## src/hw/rtl/ghc_pkg.sv

```systemverilog
// Shared types and constants for the gear hash chunker.
// No dependencies; used by every module of the block.
package ghc_pkg;

    localparam int unsigned WORD_W = 32;
    localparam int unsigned BYTE_W = 8;
    localparam int unsigned MASK_W = 5;
    localparam int unsigned TABLE_DEPTH = 256;

    localparam logic [1:0] OP_DATA  = 2'd0;
    localparam logic [1:0] OP_TABLE = 2'd1;
    localparam logic [1:0] OP_END   = 2'd2;

    localparam logic [MASK_W-1:0] MASK_BITS_RESET = 5'd13;

    typedef struct packed {
        logic [1:0]        opcode;
        logic [BYTE_W-1:0] byte_value;
        logic [BYTE_W-1:0] table_index;
        logic [WORD_W-1:0] table_word;
    } t_in_word;

    typedef struct packed {
        logic [WORD_W-1:0] chunk_length;
        logic              at_end;
    } t_out_word;

    typedef struct packed {
        logic       valid;
        logic [1:0] opcode;
    } t_stage_ctl;

endpackage

```

## src/hw/rtl/ghc_chunk_core.sv

```systemverilog
// Fingerprint update, boundary test, length counter and result register.
// Depends on ghc_pkg for types and opcodes.
module ghc_chunk_core (
    input  logic                          i_clk,
    input  logic                          i_rst_n,
    input  ghc_pkg::t_stage_ctl           i_ctl,
    input  logic [ghc_pkg::WORD_W-1:0]    i_gear_word,
    input  logic [ghc_pkg::MASK_W-1:0]    i_mask_bits,
    output logic                          o_ready,
    output logic                          o_out_valid,
    input  logic                          i_out_ready,
    output ghc_pkg::t_out_word            o_out_word
);

    logic [ghc_pkg::WORD_W-1:0] r_fingerprint;
    logic [ghc_pkg::WORD_W-1:0] r_byte_count;
    logic                       r_out_valid;
    ghc_pkg::t_out_word         r_out_word;

    logic [ghc_pkg::WORD_W-1:0] n_fingerprint;
    logic [ghc_pkg::WORD_W-1:0] n_byte_count;
    logic [ghc_pkg::WORD_W-1:0] hash_next;
    logic [ghc_pkg::WORD_W-1:0] count_next;
    logic [ghc_pkg::WORD_W-1:0] low_mask;
    logic                       fire;
    logic                       emit;
    ghc_pkg::t_out_word         n_out_word;

    assign o_ready = !r_out_valid || i_out_ready;
    assign fire    = i_ctl.valid && o_ready;

    assign hash_next  = {r_fingerprint[ghc_pkg::WORD_W-2:0], 1'b0} + i_gear_word;
    assign count_next = (r_byte_count == '1) ? r_byte_count : r_byte_count + 1'b1;
    assign low_mask   = ~({ghc_pkg::WORD_W{1'b1}} << i_mask_bits);

    always_comb begin
        n_fingerprint           = r_fingerprint;
        n_byte_count            = r_byte_count;
        emit                    = 1'b0;
        n_out_word.chunk_length = count_next;
        n_out_word.at_end       = 1'b0;
        case (i_ctl.opcode)
            ghc_pkg::OP_DATA: begin
                n_fingerprint = hash_next;
                n_byte_count  = count_next;
                if ((hash_next & low_mask) == '0) begin
                    emit          = 1'b1;
                    n_fingerprint = '1;
                    n_byte_count  = '0;
                end
            end
            ghc_pkg::OP_END: begin
                n_out_word.chunk_length = r_byte_count;
                n_out_word.at_end       = 1'b1;
                if (r_byte_count != '0) begin
                    emit          = 1'b1;
                    n_fingerprint = '1;
                    n_byte_count  = '0;
                end
            end
            default: begin
            end
        endcase
    end

    always_ff @(posedge i_clk) begin
        if (!i_rst_n) begin
            r_fingerprint <= '1;
            r_byte_count  <= '0;
            r_out_valid   <= 1'b0;
        end else begin
            if (fire) begin
                r_fingerprint <= n_fingerprint;
                r_byte_count  <= n_byte_count;
            end
            if (fire && emit) begin
                r_out_valid <= 1'b1;
            end else if (i_out_ready) begin
                r_out_valid <= 1'b0;
            end
        end
    end

    always_ff @(posedge i_clk) begin
        if (fire && emit) begin
            r_out_word <= n_out_word;
        end
    end

    assign o_out_valid = r_out_valid;
    assign o_out_word  = r_out_word;

endmodule

```

## config.mk

```make
export PLATFORM = sky130hd
export DESIGN_NAME = ghc_chunk_core
export DESIGN_NICKNAME = d
export VERILOG_FILES = /design/src/hw/rtl/ghc_pkg.sv /design/src/hw/rtl/ghc_chunk_core.sv
export SDC_FILE = /design/constraint.sdc
export NUM_CORES = 1
export LEC_CHECK = 0
export BUFFER_PORTS_ARGS = -buffer_cell sky130_fd_sc_hd__buf_2
export CAP_MARGIN = 40
export CORE_ASPECT_RATIO = 0.5
export CORE_MARGIN = 2
export CORE_UTILIZATION = 55
export CTS_BUF_LIST = sky130_fd_sc_hd__clkbuf_8
export CTS_CLUSTER_DIAMETER = 50
export DETAILED_ROUTE_END_ITERATION = 8
export GPL_ROUTABILITY_DRIVEN = 0
export HOLD_SLACK_MARGIN = 0.15
export PLACE_DENSITY = 0.86
export SYNTH_ARGS = -nofsm -noshare
export SYNTH_HDL_FRONTEND = slang
export SYNTH_SLANG_ARGS = --single-unit
```

## constraint.sdc

```tcl
create_clock -name i_clk -period 5.95 [get_ports i_clk]
set_input_delay 0.595 -clock i_clk [delete_from_list [all_inputs] [get_ports i_clk]]
set_output_delay 0.595 -clock i_clk [all_outputs]
set_load 0.005 [all_outputs]
```

==> impl_table.tex, run 1 <==
\begin{tabular}{lr}
\hline
Metric & Value \\
\hline
\multicolumn{2}{l}{\textbf{Status}} \\
\quad Status & finished clean \\
\multicolumn{2}{l}{\textbf{GRT}} \\
\quad Initial antenna violation count & 0 \\
\quad First-pass GRT wire length & between 20 and 30 mm \\
\quad Largest net degree at the start of global routing & 37 \\
\quad Via count of the first global-routing pass & 5,880 \\
\quad Global-route congestion overflow total & 0 \\
\quad GRT Util Overall & between 20\% and 30\% \\
\multicolumn{2}{l}{\textbf{Synthesis}} \\
\quad Fraction of synthesized cell area taken by the top area cell type & 19.0\% \\
\quad Share of flip-flops with an asynchronous set or reset & 0\% \\
\quad Warnings, synthesis & 0 \\
\quad Leading cell types by count after synthesis & 85 x nand2\_1, 85 x nor2\_1, 63 x dfxtp\_1, 61 x a21oi\_1, 48 x nand3\_1 \\
\quad Library cells used by synthesis & 81 \\
\quad Post-synth EDFFs & 33 \\
\quad Cell type with the largest total area after synthesis & dfxtp\_1 \\
\quad Synth Net Count & 870 \\
\quad Avg Cell Area, Syn & between 8 and 9 µm² \\
\quad Number of instances in the synthesized netlist & 795 \\
\quad Register bit total from synthesis & 96 \\
\quad Total standard cell area after synthesis & 6640 µm² \\
\quad Primary flip-flop cell chosen by synthesis mapping & dfxtp\_1 \\
\quad Seq/Total Area, Yosys & 33.9\% \\
\quad Cell types with the largest area share after synthesis & dfxtp\_1 19\%, edfxtp\_1 15\%, ha\_1 5.8\% \\
\multicolumn{2}{l}{\textbf{Die}} \\
\quad Number of standard-cell rows in the floorplan & 28 \\
\quad Effective utilization at floorplan & a little under three fifths \\
\quad Floorplan Core Area & 11,800 µm² \\
\quad Total die area & about 13,000 µm² \\
\quad Die Width & 159 µm \\
\quad Io pins & 78 \\
\quad Die height & around 82 µm \\
\multicolumn{2}{l}{\textbf{Finish}} \\
\quad Share of layout cells above drive strength 1 & around 16\% \\
\quad Number of antenna diodes & 0 \\
\quad Area growth from synthesis to layout & 10.3\% \\
\quad Post-layout nets & a little over 900 \\
\quad Final-layout fill cell count & 989 \\
\multicolumn{2}{l}{\textbf{Timing}} \\
\quad Tightest Pin Transition & between 800 and 900 ps \\
\quad Unrepaired setup endpoints after global routing & no \\
\quad Max-slew headroom & 41.0\% \\
\quad Final Critical Period & 4580 ps \\
\quad Fin Clk Skew & 17.2 ps \\
\quad Setup total negative slack & 0 ps \\
\quad Number of endpoints with negative hold slack in the final report & 0 \\
\quad Crit share post-route & around 77\% \\
\quad Fin. max-slew vios & 0 \\
\quad Maximum achievable frequency & 218 MHz \\
\quad Min setup slack post-route & approximately 1400 ps \\
\quad Final Setup Violations & 0 \\
\multicolumn{2}{l}{\textbf{Worst setup path}} \\
\quad Endpoint class of the critical path & flop \\
\quad Critical path start-end classification & flop to flop \\
\quad Largest fanout on the critical path & 36 \\
\quad Required time reported for the critical path endpoint & 6280 ps \\
\quad Worst reg2reg setup slack & 1370 ps \\
\quad Worst EP arrival & 4910 ps \\
\quad Critical path launch point type & flop \\
\multicolumn{2}{l}{\textbf{Clock tree}} \\
\quad TritonCTS clock tree & built \\
\quad Buffers inserted by post-CTS timing repair & 0 \\
\quad Worst-case clock buffer depth & 2 \\
\quad Clk root buf & clkbuf\_8 \\
\quad Number of sinks driven by the clock tree & between 90 and 100 \\
\quad Post-cts repair resize count & 0 \\
\quad Hold-fix buffers, CTS & 0 \\
\quad Clock buffers created by TritonCTS & 9 \\
\quad Clock insertion delay at the later pin of the skew report & 390 ps \\
\quad Register clock-pin slew on the reported worst setup and hold paths & 110 ps \\
\quad Number of levels the H-tree was split into & 3 \\
\multicolumn{2}{l}{\textbf{Power}} \\
\quad Largest voltage drop on the vdd net & 0.104 mV \\
\quad Overall power of the completed layout & approximately 1500 µW \\
\quad Pwr dens & between 200 and 250 nW/µm² \\
\quad Leakage power of the design & between 0.002 and 0.003 µW \\
\multicolumn{2}{l}{\textbf{Detailed routing}} \\
\quad Post-DR vias/cell & 6.26 \\
\quad Number of violations reported at the end of detailed-routing iteration 0 & 627 \\
\quad Count of antenna-violating nets left after detailed routing & 0 \\
\quad Detail-routed net length per standard cell & 16.7 µm \\
\quad Routed via count & 6,306 \\
\quad Router iterations before antenna repair & 6 \\
\quad Total Wirelength & 16.8 mm \\
\quad DR DRC count & 0 \\
\multicolumn{2}{l}{\textbf{Placement}} \\
\quad Hpwl dp & about 12 mm \\
\quad Number of I/O port buffers & 76 \\
\quad Post-Place Setup Slack & 1150 ps \\
\multicolumn{2}{l}{\textbf{Worst hold path}} \\
\quad Min-Delay Path Class & input pin to flop \\
\multicolumn{2}{l}{\textbf{Run}} \\
\quad Max-cap violations & 0 \\
\hline
\end{tabular}
==> final timing paths <==
kind,endpoint,from,cells after the start
hold / removal,r_fingerprint[0]$_SDFFE_PN1P_,i_gear_word[0],2
hold reg to reg,r_fingerprint[5]$_SDFFE_PN1P_,r_fingerprint[5]$_SDFFE_PN1P_,2
setup reg to reg,r_fingerprint[16]$_SDFFE_PN1P_,r_fingerprint[0]$_SDFFE_PN1P_,13
setup / recovery,r_fingerprint[16]$_SDFFE_PN1P_,r_fingerprint[0]$_SDFFE_PN1P_,13
==> worst max-delay path, cell delays in order (launching register included) <==
cell,delay (ps)
dfxtp_1,340
ha_1,210
fa_1,400
a21o_1,230
a221oi_2,480
o221ai_1,200
xnor2_1,380
o21ai_1,160
a22oi_1,270
nand4_1,170
and4bb_1,400
a311o_2,780
buf_4,340
o22a_1,160
==> cell families after synthesis <==
kind of cell / after synthesis / share of synthesized area (%)
AO/OA/AOI/OAI: 204 / 22.7
XOR/XNOR: 55 / 7.37
adder cells (fa/ha/maj): 32 / 6.15
buffers and inverters: 73 / 4.86
flip-flops: 96 / 33.9
multiplexers: 6 / 0.924
AND/OR/NAND/NOR: 329 / 24.1
==> power by group <==
| part | internal [µW] | switching [µW] | total, µW |
|---|---|---|---|
| clock | 204 | 256 | 460 |
| combinational | 151 | 239 | 391 |
| sequential | 691 | 7.58 | 698 |
==> state kept, by name (all words and copies together), names as in the netlist <==
name and cells:
r_fingerprint 30, o_out_valid 1, o_out_word 33, r_byte_count 32
==> metrics by stage <==
step | area (µm²) | util [%] | std cells | hold slack, ps
after detailed placement | 7120 | 60.3 | 991 | 481
after CTS | 7320 | 62.0 | 1007 | 468
after floorplan | 6640 | - | 795 | 462
final | 7320 | 62.0 | 1007 | 481
after global placement | 7020 | 59.4 | 987 | 468
after global routing | 7320 | 62.0 | 1007 | 475
==> layer usage <==
layer	global-route usage, %	up-vias	wire, µm
li1	-	2996	-
met1	31.1	2944	6980
met2	47.3	309	8110
met3	4.55	57	1200
met4	11.3	0	505
met5	0	-	0
==> layout by cell type (no fill, tap or decap), types with 4 or more instances in the layout <==
cell type  count
nor4_1        12
and3_1         6
nand3_1       48
edfxtp_1      33
o21a_1         5
o22a_1        18
or2_2          5
nand2_1       85
clkbuf_8       9
buf_2         76
nand4_1       19
o21bai_1       5
a21o_1        11
a211o_1        4
o311ai_1       4
inv_1         21
nor2b_1        6
dfxtp_1       63
or3_1         22
xnor2_1       23
o21ai_0       19
nor3_1        11
nand2b_1       7
a21oi_1       61
xor2_1        31
o31ai_1        6
nor2_1        84
a31oi_1        4
ha_1          31
and2_1         9
mux2i_1        5
o21ai_1       10
o311ai_2      11
o211ai_1       5
==> layout make-up <==
cell class | instances | area [µm²] | share of cell area [%]
inverter | 21 | 78.8 | 1.08
tap | 165 | 206 | 2.82
clock inverter | 7 | 83.8 | 1.14
sequential | 96 | 2250 | 30.8
multi-input combinational | 626 | 4080 | 55.7
timing repair buffer | 83 | 500 | 6.83
clock buffer | 9 | 124 | 1.69
Power figures use the tool's default switching activity.
==> inputs of run 2 (changes only) <==
==> constraint.sdc (replaced) <==
create_clock -name i_clk -period 4.6 [get_ports i_clk]
set_input_delay 0.46 -clock i_clk [delete_from_list [all_inputs] [get_ports i_clk]]
set_output_delay 0.46 -clock i_clk [all_outputs]
set_load 0.005 [all_outputs]
==> run 2 against run 1 <==
Effect of this change:
- worst setup slack lost 900 ps
- sequential share of layout area fell by 0.26 points
- first-iteration DRC count decreased by 5.9%
- critical path depth increased by 1
- sequential power up 29%
- design area up 0.84%
- via count is 1.4% lower
- fmax grew 11%
- largest power group unchanged
- highest routed layer unchanged
==> impl_table.tex, run 2 (synthesized netlist as in run 1, its figures left out) <==
\begin{tabular}{lr}
\hline
Metric & Value \\
\hline
\multicolumn{2}{l}{\textbf{Detailed routing}} \\
\quad Post-DR vias/cell & 6.15 (was 6.26) \\
\quad Detail-routed net length per standard cell & 16.2 µm (was 16.7 µm) \\
\quad Routed via count & 6,215 (was 6,306) \\
\quad Number of violations reported at the end of detailed-routing iteration 0 & 590 (was 627) \\
\quad Router iterations before antenna repair & 6 (unchanged) \\
\quad Total Wirelength & 16.4 mm (was 16.8 mm) \\
\quad DR DRC count & 0 (unchanged) \\
\quad Count of antenna-violating nets left after detailed routing & 0 (unchanged) \\
\multicolumn{2}{l}{\textbf{Timing}} \\
\quad Fin. max-slew vios & 0 (unchanged) \\
\quad Fin Clk Skew & 12.2 ps (was 17.2 ps) \\
\quad Setup total negative slack & 0 ps (unchanged) \\
\quad Max-slew headroom & 47.6\% (was 41.0\%) \\
\quad Number of endpoints with negative hold slack in the final report & 0 (unchanged) \\
\quad Tightest Pin Transition & 785 ps (was 876 ps) \\
\quad Final Setup Violations & 0 (unchanged) \\
\quad Unrepaired setup endpoints after global routing & no (unchanged) \\
\quad Maximum achievable frequency & 242 MHz (was 218 MHz) \\
\quad Crit share post-route & 89.8\% (was 77.0\%) \\
\quad Final Critical Period & 4130 ps (was 4580 ps) \\
\multicolumn{2}{l}{\textbf{Worst setup path}} \\
\quad Critical path start-end classification & flop to flop (unchanged) \\
\quad Longest individual stage delay on the worst path & 520 ps (was 780 ps) \\
\quad Largest fanout on the critical path & 22 (was 36) \\
\quad Worst EP arrival & 4410 ps (was 4910 ps) \\
\quad Slowest cell on the critical path & a311o\_2 (unchanged) \\
\quad R2r worst-path depth & 14 (was 13) \\
\quad Required time reported for the critical path endpoint & 4880 ps (was 6280 ps) \\
\quad Worst reg2reg setup slack & 470 ps (was 1370 ps) \\
\quad Critical path, cell by cell & ha\_1 > fa\_1 > a21o\_1 > a221oi\_2 > or3\_1 > a21boi\_1 > o31ai\_1 > mux2i\_1 > o31ai\_1 > nor3\_2 > a311o\_2 > buf\_12 > or3\_1 > o21ai\_1 (was ha\_1 > fa\_1 > a21o\_1 > a221oi\_2 > o221ai\_1 > xnor2\_1 > o21ai\_1 > a22oi\_1 > nand4\_1 > and4bb\_1 > a311o\_2 > buf\_4 > o22a\_1) \\
\quad Endpoint class of the critical path & flop (unchanged) \\
\quad Critical path launch point type & flop (unchanged) \\
\multicolumn{2}{l}{\textbf{Power}} \\
\quad Pwr dens & 279 nW/µm² (was 212 nW/µm²) \\
\quad Largest voltage drop on the vdd net & 0.135 mV (was 0.104 mV) \\
\quad Leakage power of the design & 0.00292 µW (was 0.00289 µW) \\
\quad Overall power of the completed layout & 2060 µW (was 1550 µW) \\
\multicolumn{2}{l}{\textbf{Finish}} \\
\quad Utilization of the core after routing & 62.5\% (was 62.0\%) \\
\quad Area growth from synthesis to layout & 11.3\% (was 10.3\%) \\
\quad Final-layout fill cell count & 1,003 (was 989) \\
\quad Share of layout cells above drive strength 1 & 16.0\% (was 15.6\%) \\
\quad Number of flip-flops under the largest register name & 33 (unchanged) \\
\quad Most used cells in the layout excluding fill and tap cells & 85 x nand2\_1, 84 x nor2\_1, 76 x buf\_2, 63 x dfxtp\_1, 61 x a21oi\_1 (unchanged) \\
\quad Number of antenna diodes & 0 (unchanged) \\
\quad Post-layout nets & 916 (was 912) \\
\quad Register Area & 2250 µm² (unchanged) \\
\quad Non-filler instance count after layout & 1,011 (was 1,007) \\
\quad Area used by multi-input combinational logic & 4080 µm² (unchanged) \\
\quad Leading cell type in the layout, fill and taps excluded & nand2\_1 (unchanged) \\
\multicolumn{2}{l}{\textbf{Clock tree}} \\
\quad Post-cts repair resize count & 0 (unchanged) \\
\quad Clock insertion delay at the later pin of the skew report & 390 ps (about the same) \\
\quad Clk root buf & clkbuf\_8 (unchanged) \\
\quad Register clock-pin slew on the reported worst setup and hold paths & 100 ps (was 110 ps) \\
\quad Number of levels the H-tree was split into & 3 (unchanged) \\
\quad Worst-case clock buffer depth & 2 (unchanged) \\
\quad TritonCTS clock tree & built (unchanged) \\
\quad Hold-fix buffers, CTS & 0 (unchanged) \\
\quad Buffers inserted by post-CTS timing repair & 0 (unchanged) \\
\quad Number of sinks driven by the clock tree & 96 (unchanged) \\
\quad Clock buffers created by TritonCTS & 9 (unchanged) \\
\multicolumn{2}{l}{\textbf{Die}} \\
\quad Io pins & 78 (unchanged) \\
\quad Floorplan Core Area & 11,800 µm² (unchanged) \\
\quad Number of standard-cell rows in the floorplan & 28 (unchanged) \\
\quad Die height & 81.7 µm (unchanged) \\
\quad Effective utilization at floorplan & 56.2\% (unchanged) \\
\quad Total die area & 13,000 µm² (unchanged) \\
\quad Die Width & 159 µm (unchanged) \\
\multicolumn{2}{l}{\textbf{Worst hold path}} \\
\quad WHS Path Cells & 2 (unchanged) \\
\quad Min-Delay Path Class & input pin to flop (unchanged) \\
\multicolumn{2}{l}{\textbf{Run}} \\
\quad Max-cap violations & 0 (unchanged) \\
\multicolumn{2}{l}{\textbf{GRT}} \\
\quad Global-route congestion overflow total & 0 (unchanged) \\
\quad Largest net degree at the start of global routing & 36 (was 37) \\
\quad GRT Util Overall & 25.0\% (was 26.0\%) \\
\quad Via count of the first global-routing pass & 5,779 (was 5,880) \\
\quad First-pass GRT wire length & 26.6 mm (was 27.5 mm) \\
\quad Initial antenna violation count & 0 (unchanged) \\
\multicolumn{2}{l}{\textbf{Placement}} \\
\quad Number of I/O port buffers & 76 (unchanged) \\
\quad \# placed instances & 995 (was 991) \\
\quad Hpwl dp & 11.9 mm (was 12.3 mm) \\
\multicolumn{2}{l}{\textbf{Status}} \\
\quad Status & finished clean (unchanged) \\
\hline
\end{tabular}
run 2: cell types whose count changed in the layout (fill, tap and decap cells not counted):
cell,before,now
buf_16,3,2
buf_4,3,6
inv_6,3,2
clkinvlp_4,0,1
inv_8,2,1
clkbuf_8,9,10
buf_12,0,2
clkinv_2,1,0
bufinv_16,1,2
run 2: worst paths after layout:
path | to | start
worst min-delay path | r_fingerprint[0]$_SDFFE_PN1P_ | i_gear_word[0]
worst max-delay path | r_byte_count[24]$_SDFFE_PN0P_ | r_fingerprint[0]$_SDFFE_PN1P_
worst min register to register | r_fingerprint[17]$_SDFFE_PN1P_ | r_fingerprint[17]$_SDFFE_PN1P_
worst max register to register | r_byte_count[24]$_SDFFE_PN0P_ | r_fingerprint[0]$_SDFFE_PN1P_
run 2: stage by stage:
step	hold WS [ps]	area [µm²]	setup slack [ps]
6_report	328	7380	467
5_1_grt	340	7380	335
4_1_cts	316	7380	591
3_5_place_dp	476	7150	328
3_3_place_gp	469	7080	435
2_1_floorplan	462	6640	467
run 2: power by group:
group          total, µW  switching, µW  internal (µW)
combinational        501            305            197
clock                656            327            329
sequential           903           9.31            893
total               2060            641           1420
run 2: critical path: cells and delay by family, from the launching register on:
kind	cells	cell delay (ps)
flip-flops	1	330
adder cells (fa/ha/maj)	2	610
AND/OR/NAND/NOR	3	670
multiplexers	1	240
buffers and inverters	1	230
AO/OA/AOI/OAI	7	1940
run 2: cell type report:
type                       count  share of cell area (%)
multi-input combinational    626                    55.2
sequential                    96                    30.5
timing repair buffer          87                    7.25
tap                          165                    2.80
clock buffer                  10                    1.86
clock inverter                 6                    1.30
inverter                      21                    1.07
run 2: metal layers:
layer / vias to the layer above / part of all wire (%) / track usage (%)
met5: - / 0 / 0
met4: 0 / 2.3 / 10.2
met2: 280 / 49 / 45.9
met3: 39 / 7.2 / 5.00
li1: 3007 / - / -
met1: 2889 / 42 / 29.6
